### config.mk
export PLATFORM = sky130hd
export DESIGN_NAME = predictive_delta_series_encoder_unit_flat
export DESIGN_NICKNAME = d
export VERILOG_FILES = /design/src/rtl/pde_pkg.sv /design/src/rtl/pde_in_if.sv /design/src/rtl/pde_out_if.sv /design/src/rtl/pde_front.sv /design/src/rtl/pde_queue.sv /design/src/rtl/pde_back.sv /design/src/rtl/predictive_delta_series_encoder_unit.sv /design/src/flat_wrapper.sv
export SDC_FILE = /design/constraint.sdc
export NUM_CORES = 1
export LEC_CHECK = 0
export ABC_AREA = 0
export BUFFER_PORTS_ARGS = -buffer_cell sky130_fd_sc_hd__buf_2
export CORE_MARGIN = 8
export CORE_UTILIZATION = 56
export CTS_CLUSTER_SIZE = 20
export DETAILED_ROUTE_END_ITERATION = 10
export PLACE_DENSITY = 0.76
export SLEW_MARGIN = 20
export SYNTH_ARGS = -nofsm -noshare
export SYNTH_HDL_FRONTEND = slang
export SYNTH_SLANG_ARGS = --single-unit
### constraint.sdc
create_clock -name clk_i -period 5.1 [get_ports clk_i]
set_clock_uncertainty 0.05 [all_clocks]
set_input_delay 0.765 -clock clk_i [delete_from_list [all_inputs] [get_ports clk_i]]
set_output_delay 0.765 -clock clk_i [all_outputs]
set_load 0.03 [all_outputs]
### src/rtl/pde_pkg.sv
// ----------------------------------------------------------------------------
// Predictive delta encoder package
// Shared constants, the front-to-back command record and its slot mask.
// ----------------------------------------------------------------------------
`default_nettype none

package pde_pkg;

  // Series length register.
  localparam logic [14:0] TimeStepsReset = 15'd3;
  localparam logic [14:0] TimeStepsMin   = 15'd3;

  // Stream codes.
  localparam logic [7:0] MarkNew    = 8'h80;
  localparam logic [7:0] MarkEscape = 8'h7F;

  // Residuals strictly inside +/- this limit go out as one byte.
  localparam logic signed [15:0] NearLimit = 16'sd127;

  // Default depth of the command queue between front and back.
  localparam int CmdQueueDepth = 4;

  // Number of byte slots a command can fill.
  localparam int NumSlots = 7;

  // Byte slots in stream order.
  typedef enum logic [2:0] {
    SlotOpen    = 3'd0,
    SlotWordLo  = 3'd1,
    SlotWordHi  = 3'd2,
    SlotCode    = 3'd3,
    SlotResidLo = 3'd4,
    SlotResidHi = 3'd5,
    SlotClose   = 3'd6
  } slot_e;

  typedef logic [NumSlots-1:0] slot_mask_t;

  // One accepted sample, classified into the bytes it produces.
  typedef struct packed {
    logic        mark_open;   // File opening marker.
    logic        word_en;     // First value or arrival index follows.
    logic [15:0] word;
    logic        code_en;     // A residual is coded.
    logic        esc;         // Residual needs the escape form.
    logic [15:0] resid;
    logic        mark_close;  // Series closing marker.
  } cmd_t;

  // Which byte slots a command fills.
  function automatic slot_mask_t slot_mask(input cmd_t cmd);
    slot_mask_t m;
    m              = '0;
    m[SlotOpen]    = cmd.mark_open;
    m[SlotWordLo]  = cmd.word_en;
    m[SlotWordHi]  = cmd.word_en;
    m[SlotCode]    = cmd.code_en;
    m[SlotResidLo] = cmd.code_en & cmd.esc;
    m[SlotResidHi] = cmd.code_en & cmd.esc;
    m[SlotClose]   = cmd.mark_close;
    return m;
  endfunction

endpackage

`default_nettype wire

### src/rtl/pde_in_if.sv
// ----------------------------------------------------------------------------
// Sample channel
// Valid/ready channel carrying one sample and its new-file flag.
// ----------------------------------------------------------------------------
`default_nettype none

interface pde_in_if;
  logic               valid;
  logic               ready;
  logic signed [15:0] sample;
  logic               new_file;

  modport source (output valid, sample, new_file, input ready);
  modport sink   (input valid, sample, new_file, output ready);
endinterface

`default_nettype wire

### src/rtl/pde_out_if.sv
// ----------------------------------------------------------------------------
// Byte channel
// Valid/ready channel carrying one stream byte and its last flag.
// ----------------------------------------------------------------------------
`default_nettype none

interface pde_out_if;
  logic       valid;
  logic       ready;
  logic [7:0] out_byte;
  logic       last;

  modport source (output valid, out_byte, last, input ready);
  modport sink   (input valid, out_byte, last, output ready);
endinterface

`default_nettype wire

### src/rtl/pde_front.sv
// ----------------------------------------------------------------------------
// Encoder front end
// Accepts samples, tracks the series state and classifies each sample into
// a command for the byte serializer.
// ----------------------------------------------------------------------------
`default_nettype none

module pde_front (
  input  wire logic         clk_i,
  input  wire logic         rst_ni,
  input  wire logic         cfg_we_i,
  input  wire logic [14:0]  cfg_wdata_i,
  pde_in_if.sink            in_i,
  input  wire logic         q_ready_i,
  output logic              push_valid_o,
  output pde_pkg::cmd_t     push_cmd_o
);
  import pde_pkg::*;

  logic [14:0] time_steps_q;
  logic [14:0] sample_index_q, sample_index_d;
  logic        in_run_q, in_run_d;
  logic [15:0] first_value_q, first_value_d;
  logic [15:0] prev_one_q, prev_one_d;
  logic [15:0] prev_two_q, prev_two_d;

  logic               accept;
  logic [14:0]        ts_eff;
  logic [14:0]        last_idx;
  logic [14:0]        idx_cur;
  logic [15:0]        s_u;
  logic [15:0]        pred;
  logic [15:0]        resid_u;
  logic signed [15:0] resid_s;
  logic               at_end;
  logic               code_it;
  cmd_t               cmd;

  // A sample transfers whenever the command queue has room.
  assign in_i.ready = q_ready_i;
  assign accept     = in_i.valid & q_ready_i;

  // Effective series length and second-order residual.
  always_comb begin
    ts_eff   = (time_steps_q < TimeStepsMin) ? TimeStepsMin : time_steps_q;
    last_idx = ts_eff - 15'd1;
    idx_cur  = in_i.new_file ? 15'd0 : sample_index_q;
    s_u      = $unsigned(in_i.sample);
    pred     = {prev_one_q[14:0], 1'b0} - prev_two_q;
    resid_u  = s_u - pred;
    resid_s  = $signed(resid_u);
  end

  // Classification and next series state.
  always_comb begin
    sample_index_d = sample_index_q;
    in_run_d       = in_run_q;
    first_value_d  = first_value_q;
    prev_one_d     = prev_one_q;
    prev_two_d     = prev_two_q;
    at_end         = 1'b0;
    code_it        = 1'b0;

    cmd            = '0;
    cmd.mark_open  = in_i.new_file;
    cmd.resid      = resid_u;
    cmd.esc        = !((resid_s > -NearLimit) && (resid_s < NearLimit));

    if (idx_cur == 15'd0) begin
      // First sample of a series: emit it and seed the predictor.
      cmd.word_en    = 1'b1;
      cmd.word       = s_u;
      first_value_d  = s_u;
      prev_one_d     = s_u;
      prev_two_d     = s_u;
      in_run_d       = 1'b1;
      sample_index_d = 15'd1;
    end else begin
      at_end  = (idx_cur >= last_idx);
      code_it = !in_run_q || (s_u != first_value_q) || at_end;
      // The arrival ends the leading run and reports its index.
      cmd.word_en = in_run_q & code_it;
      cmd.word    = {1'b0, idx_cur};
      cmd.code_en = code_it;
      if (code_it) begin
        prev_two_d = prev_one_q;
        prev_one_d = s_u;
        in_run_d   = 1'b0;
      end
      if (at_end) begin
        cmd.mark_close = 1'b1;
        sample_index_d = 15'd0;
        in_run_d       = 1'b1;
      end else begin
        sample_index_d = idx_cur + 15'd1;
      end
    end
  end

  // Suppressed samples produce no command.
  assign push_valid_o = accept & (|slot_mask(cmd));
  assign push_cmd_o   = cmd;

  // Series state and configuration register.
  always_ff @(posedge clk_i or negedge rst_ni) begin
    if (!rst_ni) begin
      time_steps_q   <= TimeStepsReset;
      sample_index_q <= '0;
      in_run_q       <= 1'b1;
      first_value_q  <= '0;
      prev_one_q     <= '0;
      prev_two_q     <= '0;
    end else begin
      if (cfg_we_i) begin
        time_steps_q <= cfg_wdata_i;
      end
      if (accept) begin
        sample_index_q <= sample_index_d;
        in_run_q       <= in_run_d;
        first_value_q  <= first_value_d;
        prev_one_q     <= prev_one_d;
        prev_two_q     <= prev_two_d;
      end
    end
  end

endmodule

`default_nettype wire

### src/rtl/pde_queue.sv
// ----------------------------------------------------------------------------
// Command queue
// Small FIFO of commands that decouples the front end from the serializer.
// ----------------------------------------------------------------------------
`default_nettype none

module pde_queue #(
  parameter int Depth = pde_pkg::CmdQueueDepth
) (
  input  wire logic           clk_i,
  input  wire logic           rst_ni,
  input  wire logic           push_i,
  input  wire pde_pkg::cmd_t  push_cmd_i,
  output logic                ready_o,
  input  wire logic           pop_i,
  output logic                valid_o,
  output pde_pkg::cmd_t       pop_cmd_o
);
  import pde_pkg::*;

  localparam int PtrW = (Depth > 1) ? $clog2(Depth) : 1;
  localparam int CntW = $clog2(Depth + 1);
  localparam logic [PtrW-1:0] LastPtr = PtrW'(Depth - 1);
  localparam logic [CntW-1:0] FullCnt = CntW'(Depth);

  cmd_t            mem_q [Depth];
  logic [PtrW-1:0] wr_ptr_q, rd_ptr_q;
  logic [CntW-1:0] count_q;
  logic            do_push, do_pop;

  assign ready_o   = (count_q != FullCnt);
  assign valid_o   = (count_q != '0);
  assign pop_cmd_o = mem_q[rd_ptr_q];
  assign do_push   = push_i & ready_o;
  assign do_pop    = pop_i & valid_o;

  // Storage.
  always_ff @(posedge clk_i) begin
    if (do_push) begin
      mem_q[wr_ptr_q] <= push_cmd_i;
    end
  end

  // Pointers and fill count.
  always_ff @(posedge clk_i or negedge rst_ni) begin
    if (!rst_ni) begin
      wr_ptr_q <= '0;
      rd_ptr_q <= '0;
      count_q  <= '0;
    end else begin
      if (do_push) begin
        wr_ptr_q <= (wr_ptr_q == LastPtr) ? '0 : wr_ptr_q + PtrW'(1);
      end
      if (do_pop) begin
        rd_ptr_q <= (rd_ptr_q == LastPtr) ? '0 : rd_ptr_q + PtrW'(1);
      end
      if (do_push && !do_pop) begin
        count_q <= count_q + CntW'(1);
      end else if (do_pop && !do_push) begin
        count_q <= count_q - CntW'(1);
      end
    end
  end

endmodule

`default_nettype wire

### src/rtl/pde_back.sv
// ----------------------------------------------------------------------------
// Byte serializer
// Takes commands from the queue and emits their bytes one per transfer.
// ----------------------------------------------------------------------------
`default_nettype none

module pde_back (
  input  wire logic           clk_i,
  input  wire logic           rst_ni,
  input  wire logic           q_valid_i,
  input  wire pde_pkg::cmd_t  q_cmd_i,
  output logic                pop_o,
  pde_out_if.source           out_o
);
  import pde_pkg::*;

  slot_mask_t mask_q, mask_d;
  cmd_t       cmd_q;
  slot_mask_t cur;
  slot_mask_t rest;
  logic       fire;
  logic       load;

  // The lowest pending slot is the byte on the output.
  assign cur  = mask_q & (~mask_q + slot_mask_t'(1));
  assign rest = mask_q & ~cur;
  assign fire = out_o.valid & out_o.ready;

  assign out_o.valid = |mask_q;
  assign out_o.last  = (rest == '0);

  // Byte selection.
  always_comb begin
    priority if (mask_q[SlotOpen]) begin
      out_o.out_byte = MarkNew;
    end else if (mask_q[SlotWordLo]) begin
      out_o.out_byte = cmd_q.word[7:0];
    end else if (mask_q[SlotWordHi]) begin
      out_o.out_byte = cmd_q.word[15:8];
    end else if (mask_q[SlotCode]) begin
      out_o.out_byte = cmd_q.esc ? MarkEscape : cmd_q.resid[7:0];
    end else if (mask_q[SlotResidLo]) begin
      out_o.out_byte = cmd_q.resid[7:0];
    end else if (mask_q[SlotResidHi]) begin
      out_o.out_byte = cmd_q.resid[15:8];
    end else begin
      out_o.out_byte = MarkNew;
    end
  end

  // Load the next command when idle or on the final byte's transfer.
  always_comb begin
    load   = (mask_q == '0) || (fire && (rest == '0));
    pop_o  = load & q_valid_i;
    mask_d = mask_q;
    if (load) begin
      mask_d = q_valid_i ? slot_mask(q_cmd_i) : '0;
    end else if (fire) begin
      mask_d = rest;
    end
  end

  always_ff @(posedge clk_i or negedge rst_ni) begin
    if (!rst_ni) begin
      mask_q <= '0;
    end else begin
      mask_q <= mask_d;
    end
  end

  always_ff @(posedge clk_i) begin
    if (pop_o) begin
      cmd_q <= q_cmd_i;
    end
  end

endmodule

`default_nettype wire

### src/rtl/predictive_delta_series_encoder_unit.sv
// ----------------------------------------------------------------------------
// Predictive delta series encoder
// Second-order predictive delta coder for series of signed 16-bit samples.
// ----------------------------------------------------------------------------
// The block takes one sample whenever its command queue has room, and emits
// the stream one byte per cycle while the output is ready. A typical sample
// costs one output byte, an escaped residual three, and the first sample of a
// series or the arrival up to six; throughput is one sample per output byte it
// produces, set by the byte serializer, while the command queue (QueueDepth
// entries) absorbs longer bursts. Write time_steps via cfg_we_i/cfg_wdata_i
// only while the block is idle; the block does not enforce it.
`default_nettype none

module predictive_delta_series_encoder_unit #(
  parameter int QueueDepth = pde_pkg::CmdQueueDepth
) (
  input  wire logic        clk_i,
  input  wire logic        rst_ni,
  input  wire logic        cfg_we_i,
  input  wire logic [14:0] cfg_wdata_i,
  pde_in_if.sink           in_i,
  pde_out_if.source        out_o
);
  import pde_pkg::*;

  logic push_valid;
  cmd_t push_cmd;
  logic q_ready;
  logic q_valid;
  cmd_t q_cmd;
  logic pop;

  pde_front u_front (
    .clk_i        (clk_i),
    .rst_ni       (rst_ni),
    .cfg_we_i     (cfg_we_i),
    .cfg_wdata_i  (cfg_wdata_i),
    .in_i         (in_i),
    .q_ready_i    (q_ready),
    .push_valid_o (push_valid),
    .push_cmd_o   (push_cmd)
  );

  pde_queue #(
    .Depth (QueueDepth)
  ) u_queue (
    .clk_i      (clk_i),
    .rst_ni     (rst_ni),
    .push_i     (push_valid),
    .push_cmd_i (push_cmd),
    .ready_o    (q_ready),
    .pop_i      (pop),
    .valid_o    (q_valid),
    .pop_cmd_o  (q_cmd)
  );

  pde_back u_back (
    .clk_i     (clk_i),
    .rst_ni    (rst_ni),
    .q_valid_i (q_valid),
    .q_cmd_i   (q_cmd),
    .pop_o     (pop),
    .out_o     (out_o)
  );

  // The front end never pushes a command the queue cannot hold.
  a_push_has_room: assert property (@(posedge clk_i) disable iff (!rst_ni)
    push_valid |-> q_ready)
    else $error("command pushed into a full queue");

  // The serializer only takes commands that are present.
  a_pop_has_data: assert property (@(posedge clk_i) disable iff (!rst_ni)
    pop |-> q_valid)
    else $error("command popped from an empty queue");

  // A new-file sample always leads with the opening marker once it reaches
  // an empty pipeline: it is registered in the queue, then loaded into the serializer.
  a_open_marker: assert property (@(posedge clk_i) disable iff (!rst_ni)
    (in_i.valid && in_i.ready && in_i.new_file && !q_valid && !out_o.valid)
    |-> ##2 (out_o.valid && out_o.out_byte == MarkNew))
    else $error("opening marker missing");

endmodule

`default_nettype wire

### src/flat_wrapper.sv
// flat-port wrapper written by rule: the top's interface ports become plain ports
module predictive_delta_series_encoder_unit_flat import pde_pkg::*;
#(
  parameter int QueueDepth = pde_pkg::CmdQueueDepth
)
  (clk_i, rst_ni, cfg_we_i, cfg_wdata_i, in_i_valid, in_i_sample, in_i_new_file, in_i_ready, out_o_valid, out_o_out_byte, out_o_last, out_o_ready);
  pde_in_if in_i_i ();
  pde_out_if out_o_i ();
  input  wire logic clk_i;
  input  wire logic rst_ni;
  input  wire logic cfg_we_i;
  input  wire logic [14:0] cfg_wdata_i;
  input wire logic [$bits(in_i_i.valid)-1:0] in_i_valid;
  input wire logic [$bits(in_i_i.sample)-1:0] in_i_sample;
  input wire logic [$bits(in_i_i.new_file)-1:0] in_i_new_file;
  output wire logic [$bits(in_i_i.ready)-1:0] in_i_ready;
  output wire logic [$bits(out_o_i.valid)-1:0] out_o_valid;
  output wire logic [$bits(out_o_i.out_byte)-1:0] out_o_out_byte;
  output wire logic [$bits(out_o_i.last)-1:0] out_o_last;
  input wire logic [$bits(out_o_i.ready)-1:0] out_o_ready;
  assign in_i_i.valid = in_i_valid;
  assign in_i_i.sample = in_i_sample;
  assign in_i_i.new_file = in_i_new_file;
  assign in_i_ready = in_i_i.ready;
  assign out_o_valid = out_o_i.valid;
  assign out_o_out_byte = out_o_i.out_byte;
  assign out_o_last = out_o_i.last;
  assign out_o_i.ready = out_o_ready;
  predictive_delta_series_encoder_unit #(.QueueDepth(QueueDepth)) u_core (.clk_i(clk_i), .rst_ni(rst_ni), .cfg_we_i(cfg_we_i), .cfg_wdata_i(cfg_wdata_i), .in_i(in_i_i), .out_o(out_o_i));
endmodule
Yosys cells after proc, flatten, opt, wreduce, memory -nomap -nowiden. Memory sizes are Yosys's and may differ from the RTL's. Index checks and enable logic that the tools add are counted.

Multiplexer cells: 31. Reductions and logical operators: 24. Equality and inequality tests: 4. $lt $le $gt $ge: 4. Bitwise operators: 13. Add/sub/neg operators: 9.

Operators with widths (count): 16-bit 2-to-1 mux (4); 15-bit 2-to-1 mux (4); 8-bit 2-to-1 mux (7); 16-bit subtractor (2); 7-bit 2-to-1 mux (3); 17-bit 2-to-1 mux (1); 16-bit by 8-bit greater-than comparator with 1-bit output, second input constant (1); 16-bit by 8-bit < comparator with 1-bit output, second input constant (1); 16-bit != test (1); 15-bit by 1-bit adder with 15-bit output, second input constant (1); 15-bit >= comparator (1); 15-bit logical NOT (1); 15-bit by 2-bit < comparator with 1-bit output, second input constant (1); 15-bit by 1-bit subtractor with 15-bit output, second input constant (1); 7-bit bitwise AND (2); 7-bit logical NOT (2); 7-bit inverter (2); 1-bit bitwise AND (9); 1-bit 2-to-1 mux (8); 7-bit by 1-bit adder with 7-bit output, second input constant (1); 7-bit OR reduction (1); 3-bit 2-to-1 mux (2); 2-bit AND reduction (3); 2-bit nonzero test (3); other kinds (11) (23).

Bits of input ports: 37. Memories: 1. RAM bits: 148. Logic and storage cells: 99. Register bits: 126. Output and inout bits: 11.

Memories: u_core.u_queue.mem_q (words 4, width 37, read ports 1, clocked after Yosys merged registers in 0, wr ports 1, line pde_queue.sv:26) `cmd_t mem_q [Depth];`.

Logic depth before layout (Yosys ltp).
Word-level depth: 14. Gate-level depth with buffers: 24. Mapped depth without buffers: 24.

Modules after synthesis. A second synthesis with hierarchy kept.

Cell total of the unflattened synthesis: 968. Area total of the unflattened synthesis: 13282.7 sq um.

Modules (own cells, without submodules): pde_queue (instances 1, area each 5765.5 sq um, cells each 229, sequential area each 4619.4 sq um); pde_front (instances 1, area each 5728.0 sq um, cells each 596, sequential area each 1980.6 sq um); pde_back (instances 1, area each 1789.2 sq um, cells each 143, sequential area each 1166.1 sq um).

Worst setup path after synthesis. OpenSTA, ideal clock, no wires.

Kind: register to register. Start point: register u_core.u_front.time_steps_q[9]. End point: memory u_core.u_queue.mem_q[3][0] in the netlist's numbering, enable pin. Arrival time: 4338 ps. Setup slack: 314 ps. Required time: 4652 ps. Library setup time: 398 ps. Stages on the path, launching flop included: 19. Clock period less this slack: 4786 ps. Path buffers: 0. Cells stage by stage: dfrtp_1 -> or4_1 -> nor4_1 -> nand3b_1 -> nor2_1 -> nor2_1 -> ha_1 -> nand2b_1 -> nor4_1 -> nand2b_1 -> nor3_1 -> xnor2_1 -> ha_1 -> and4_1 -> nand2_1 -> a21oi_1 -> a21oi_1 -> a31oi_2 -> and2_1.

Cells in the longest elaborated chain, start to end: 12. Elaborated cells between the ends (all ways): 16. Classes of those cells: add/sub: 1; order compare: 2; mux: 7; bitwise: 4; reduce/logical: 2.

Ends and longest elaborated chain: from (decl) (line pde_front.sv:20) `logic [14:0] time_steps_q;`; from (signal assigned) (line pde_front.sv:107) `time_steps_q <= TimeStepsReset;`; from (signal assigned) (line pde_front.sv:115) `time_steps_q <= cfg_wdata_i;`; 15-bit by 2-bit < comparator with 1-bit output (line pde_front.sv:45) `ts_eff = (time_steps_q < TimeStepsMin) ? TimeStepsMin : time_steps_q;`; 15-bit 2-to-1 mux (*) (line pde_front.sv:45); 15-bit by 1-bit subtractor with 15-bit output (*) (line pde_front.sv:46) `last_idx = ts_eff - 15'd1;`; 15-bit >= comparator (*) (line pde_front.sv:79) `at_end = (idx_cur >= last_idx);`; 1-bit logical OR (line pde_front.sv:80) `code_it = !in_run_q || (s_u != first_value_q) || at_end;`; 1-bit bitwise AND or 1-bit 2-to-1 mux (tied branches) (line pde_front.sv:82, pde_front.sv:69); 17-bit 2-to-1 mux or 1-bit bitwise AND (tied branches) (line pde_front.sv:69, pde_pkg.sv:58, pde_pkg.sv:59); 5-bit OR reduction (*) (line pde_front.sv:101) `assign push_valid_o = accept & (|slot_mask(cmd));`; 1-bit bitwise AND (*) (line pde_front.sv:101); 1-bit bitwise AND (*) (line pde_queue.sv:34) `assign do_push = push_i & ready_o;`; via u_core.u_queue.do_push (line pde_queue.sv:29) `logic do_push, do_pop;`; 1-bit 2-to-1 mux (*) (line pde_queue.sv:39) `if (do_push) begin`; 1-bit 2-to-1 mux (implied by the code) (*) (line pde_queue.sv:40) `mem_q[wr_ptr_q] <= push_cmd_i;`; to (decl) (line pde_queue.sv:26).

The timed path passes the listed nets; every way through them passes the cells marked *.

Worst setup path in the final report.
Start point: register u_core.u_front.time_steps_q[9]. End point: register u_core.u_queue.count_q[2].

Cells in the longest elaborated chain, start to end: 13. Elaborated cells between the ends (all ways): 19. Classes of those cells: add/sub: 1; order compare: 2; mux: 6; bitwise: 4; reduce/logical: 6.

Ends and longest elaborated chain: 15-bit by 2-bit < comparator with 1-bit output (line pde_front.sv:45); 15-bit 2-to-1 mux (*) (line pde_front.sv:45); 15-bit by 1-bit subtractor with 15-bit output (*) (line pde_front.sv:46); 15-bit >= comparator (*) (line pde_front.sv:79); 1-bit logical OR (line pde_front.sv:80); 1-bit bitwise AND or 1-bit 2-to-1 mux (tied branches) (line pde_front.sv:82, pde_front.sv:69); 17-bit 2-to-1 mux or 1-bit bitwise AND (tied branches) (line pde_front.sv:69, pde_pkg.sv:58, pde_pkg.sv:59); 5-bit OR reduction (*) (line pde_front.sv:101); 1-bit bitwise AND (*) (line pde_front.sv:101); 1-bit bitwise AND (*) (line pde_queue.sv:34); via u_core.u_queue.do_push (line pde_queue.sv:29); 1-bit logical NOT (line pde_queue.sv:59) `end else if (do_pop && !do_push) begin`; 1-bit logical AND (line pde_queue.sv:59); 2-bit nonzero test (no source line); to (signal assigned) (line pde_queue.sv:58) `count_q <= count_q + CntW'(1);`; to (signal assigned) (line pde_queue.sv:60) `count_q <= count_q - CntW'(1);`; to (decl) (line pde_queue.sv:28) `logic [CntW-1:0] count_q;`.

Marked as above. A chain may end at the register's enable or synchronous reset.

==> reports/metrics.yaml <==
cts:
  cts-hold-fix-buffers: 0
  cts_resized: 0
  post_cts_buffers: 0
  cts_made_buffers: 28
  clkTransAtPathRegs_ns: 0.06
  clock-sinks: 274
  cts_root_buffer: "clkbuf_16"
  max-clock-path-buffers: 3
  cts_tree: "built"
  htree_levels: 1
  clock_latency_ns: 0.54
yosys:
  synth_edf_count: 181
  synth_top_area_share: 0.4125
  synth_compound_gate_area_share: 0.07796
  avgSynthCellArea_um2: 13.57
  synthFlopType: "edfxtp_1"
  synthCells: 971
  ys_warn_count: 0
  yosys-top-cells-area: "edfxtp_1 (41%), dfrtp_1 (17%), mux4_2 (6.2%)"
  synth_adder_area_share: 0.06134
  yosysUniqueCellTypes: 66
  syn_area_um2: 13180
  async_reset_ff_frac: 0.3394
  ys_seq_elements: 274
  synth_seq_area_share: 0.5894
  yosys.area_share.simple: 0.09638
  muxShareOfSynthArea: 0.1104
  synth_top_family_by_area: "multiplexers"
  yosys.area.top_type: "edfxtp_1"
  synthesis.nets: 1062
  synth_xor_area_frac: 0.02925
floorplan:
  num_rows: 56
  coreArea_um2: 23260
  io_pins: 48
  dieArea_um2: 28690
  die_h_um: 169.4
  die-width_um: 169.4
  start_util: 0.5664
critical_path:
  critPathKind: "register to register"
  reg2reg_depth: 23
  start_kind: "register"
  r2r_start: "u_core.u_front.time_steps_q[9]$_DFFE_PN0P_"
  end_kind: "register"
  worstPathRequired_ns: 5.51
  cp.arrival_ns: 5.16
  timing.reg2reg.setup_slack_ns: 0.35
  crit_fanout: 4
  r2r_end: "u_core.u_queue.count_q[2]$_DFFE_PN0P_"
  startpoint: "u_core.u_front.time_steps_q[9]$_DFFE_PN0P_"
sta:
  finalSetupViolCount: 0
  setup_tns_ns: 0
  rsz0062_at_grt: "false"
  period_needed_ns: 4.745
  slew_violations: 0
  hold_violations: 0
  fmax_mhz: 210.7
  worst_pin_slew_ns: 0.9474
  slew_headroom: 0.3684
  timing.final.crit_share: 0.9305
grt:
  grtUsageTotal: 0.1854
  grt_pass1_wl_mm: 42.36
  grt_pass1_vias: 7801
  grt_overflow: 0
  antenna_found_initial: 0
  grt_max_degree: 48
place:
  io_buffers: 47
  hpwl_mm: 18.12
  gp_congestion: 0.8258
cells_and_area:
  insertedDiodeCount: 0
  drive_gt1_frac: 0.1832
  area_growth_pct: 11.71
  fin_nets: 1119
  layout_common_cells: "edfxtp_1 (181), dfrtp_1 (89), inv_1 (77)"
  layout_commonest_cell: "edfxtp_1"
  num-fill-cells: 1728
run_status:
  status: "completed"
drt:
  wl_mm: 26.37
  vias: 7916
  via_per_inst: 5.791
  wire_per_inst_um: 19.29
  ant_nets: 0
  drtIter0Drc: 632
  dr.pass1.iters: 5
  drc: 0
power_and_ir_drop:
  p_total_w: 0.01010
  power.density_nw_per_um2: 686.3
  ir_drop_mv: 0.3468
  p_leak_nw: 5.712
worst_hold_path:
  min_path_type: "input pin to asynchronous set/reset pin"
run:
  drv_cap: 0
==> layer usage <==
| metal | global-route usage | share of wire | vias up |
|---|---|---|---|
| met3 | 0.02675 | 0.050 | 41 |
| li1 | - | - | 3714 |
| met4 | 0.04425 | 0.021 | 2 |
| met5 | 0.01215 | 0.0017 | - |
| met1 | 0.2730 | 0.46 | 3931 |
| met2 | 0.2872 | 0.46 | 228 |
==> sequential cells by signal (all words and copies together) (netlist names), 3 cells and up <==
register	flops
u_core.u_front.prev_two_q	16
u_core.u_queue.mem_q	148
u_core.u_front.prev_one_q	16
u_core.u_front.first_value_q	16
u_core.u_front.time_steps_q	15
u_core.u_queue.count_q	3
u_core.u_front.sample_index_q	15
u_core.u_back.mask_q	7
u_core.u_back.cmd_q	33
==> cell type report <==
class                   count  area (um^2)  area share
repair buffers             64        415.4     0.02822
clock inverters            14        135.1    0.009181
clock buffers              36        730.7     0.04964
flip-flops and latches    274         7767      0.5277
inverters                  78        292.8     0.01989
multi-input cells         582         4979      0.3382
well taps                 319        399.1     0.02712
==> critical path: stages (launching register included) <==
cell	delay, ns
dfrtp_1	0.41
or4_1	0.61
nor4_2	0.26
nand3b_1	0.13
nor2_1	0.14
nor2_1	0.08
ha_1	0.21
nand2b_1	0.09
nor4_1	0.08
nand2b_1	0.14
nor3_1	0.07
xnor2_1	0.13
ha_1	0.30
and4_1	0.22
nand2_1	0.07
a21oi_2	0.19
a21oi_2	0.11
a31oi_2	0.22
ha_1	0.22
inv_1	0.08
fa_1	0.40
xor2_1	0.17
nor2_1	0.13
xor2_1	0.16
==> power breakdown <==
group          total [W]  leakage, nW  switching [W]  internal (W)
combinational    0.00406         2.50        0.00240       0.00166
sequential       0.00413         2.80       0.000456       0.00367
clock            0.00192        0.418       0.000808       0.00111
total             0.0101         5.71        0.00366       0.00644
==> Yosys cell counts, drive strengths merged (3+ instances only) <==
cell,number
a211oi,6
mux4,36
a21oi,30
or3,4
a211o,4
nor3,25
a21o,18
nand4,11
dfstp,3
o211ai,4
fa,15
o21a,5
inv,78
a221o,16
xor2,8
edfxtp,181
a2111oi,3
and2,23
nor2b,15
xnor2,36
nand3,14
buf,11
nand2,40
mux2,51
ha,39
nor2,60
dfrtp,90
or2,5
a221oi,8
mux2i,7
o2bb2ai,5
nand3b,4
or4,3
nand2b,11
nor3b,4
nor4,10
clkbuf,26
o21ai,30
and3,7
==> how the worst max path moves through the flow <==
stage	slack, ns	cells after the start	to
after floorplan	0.31	18	u_core.u_queue.mem_q[3][0]$_DFFE_PP_
after global placement	0.39	19	u_core.u_front.prev_two_q[7]$_DFFE_PN0P_
after detailed placement	0.25	19	u_core.u_front.prev_two_q[2]$_DFFE_PN0P_
after CTS	0.18	19	u_core.u_front.prev_two_q[5]$_DFFE_PN0P_
after global routing	0.03	23	u_core.u_queue.count_q[2]$_DFFE_PN0P_
final	0.35	23	u_core.u_queue.count_q[2]$_DFFE_PN0P_
==> metrics by stage <==
stage          setup WS, ns  cell area (um^2)  instances  hold WS, ns  utilization
6_report             0.3547             14720       1367       0.2107       0.6327
2_1_floorplan        0.3141             13180        971       0.4137            -
5_1_grt             0.02538             14720       1367       0.2553       0.6327
3_5_place_dp         0.2499             13830       1317       0.4405       0.5946
3_3_place_gp         0.3933             13830       1317       0.4331       0.5946
4_1_cts              0.1827             14700       1367       0.2162       0.6318
==> logic make-up after synthesis <==
logic type      after synthesis
flops                       274
compound gates              146
mux                          94
xor+xnor                     44
fa+ha+maj                    56
buf+inv                     115
simple gates                242
Power figures use the tool's default switching activity.
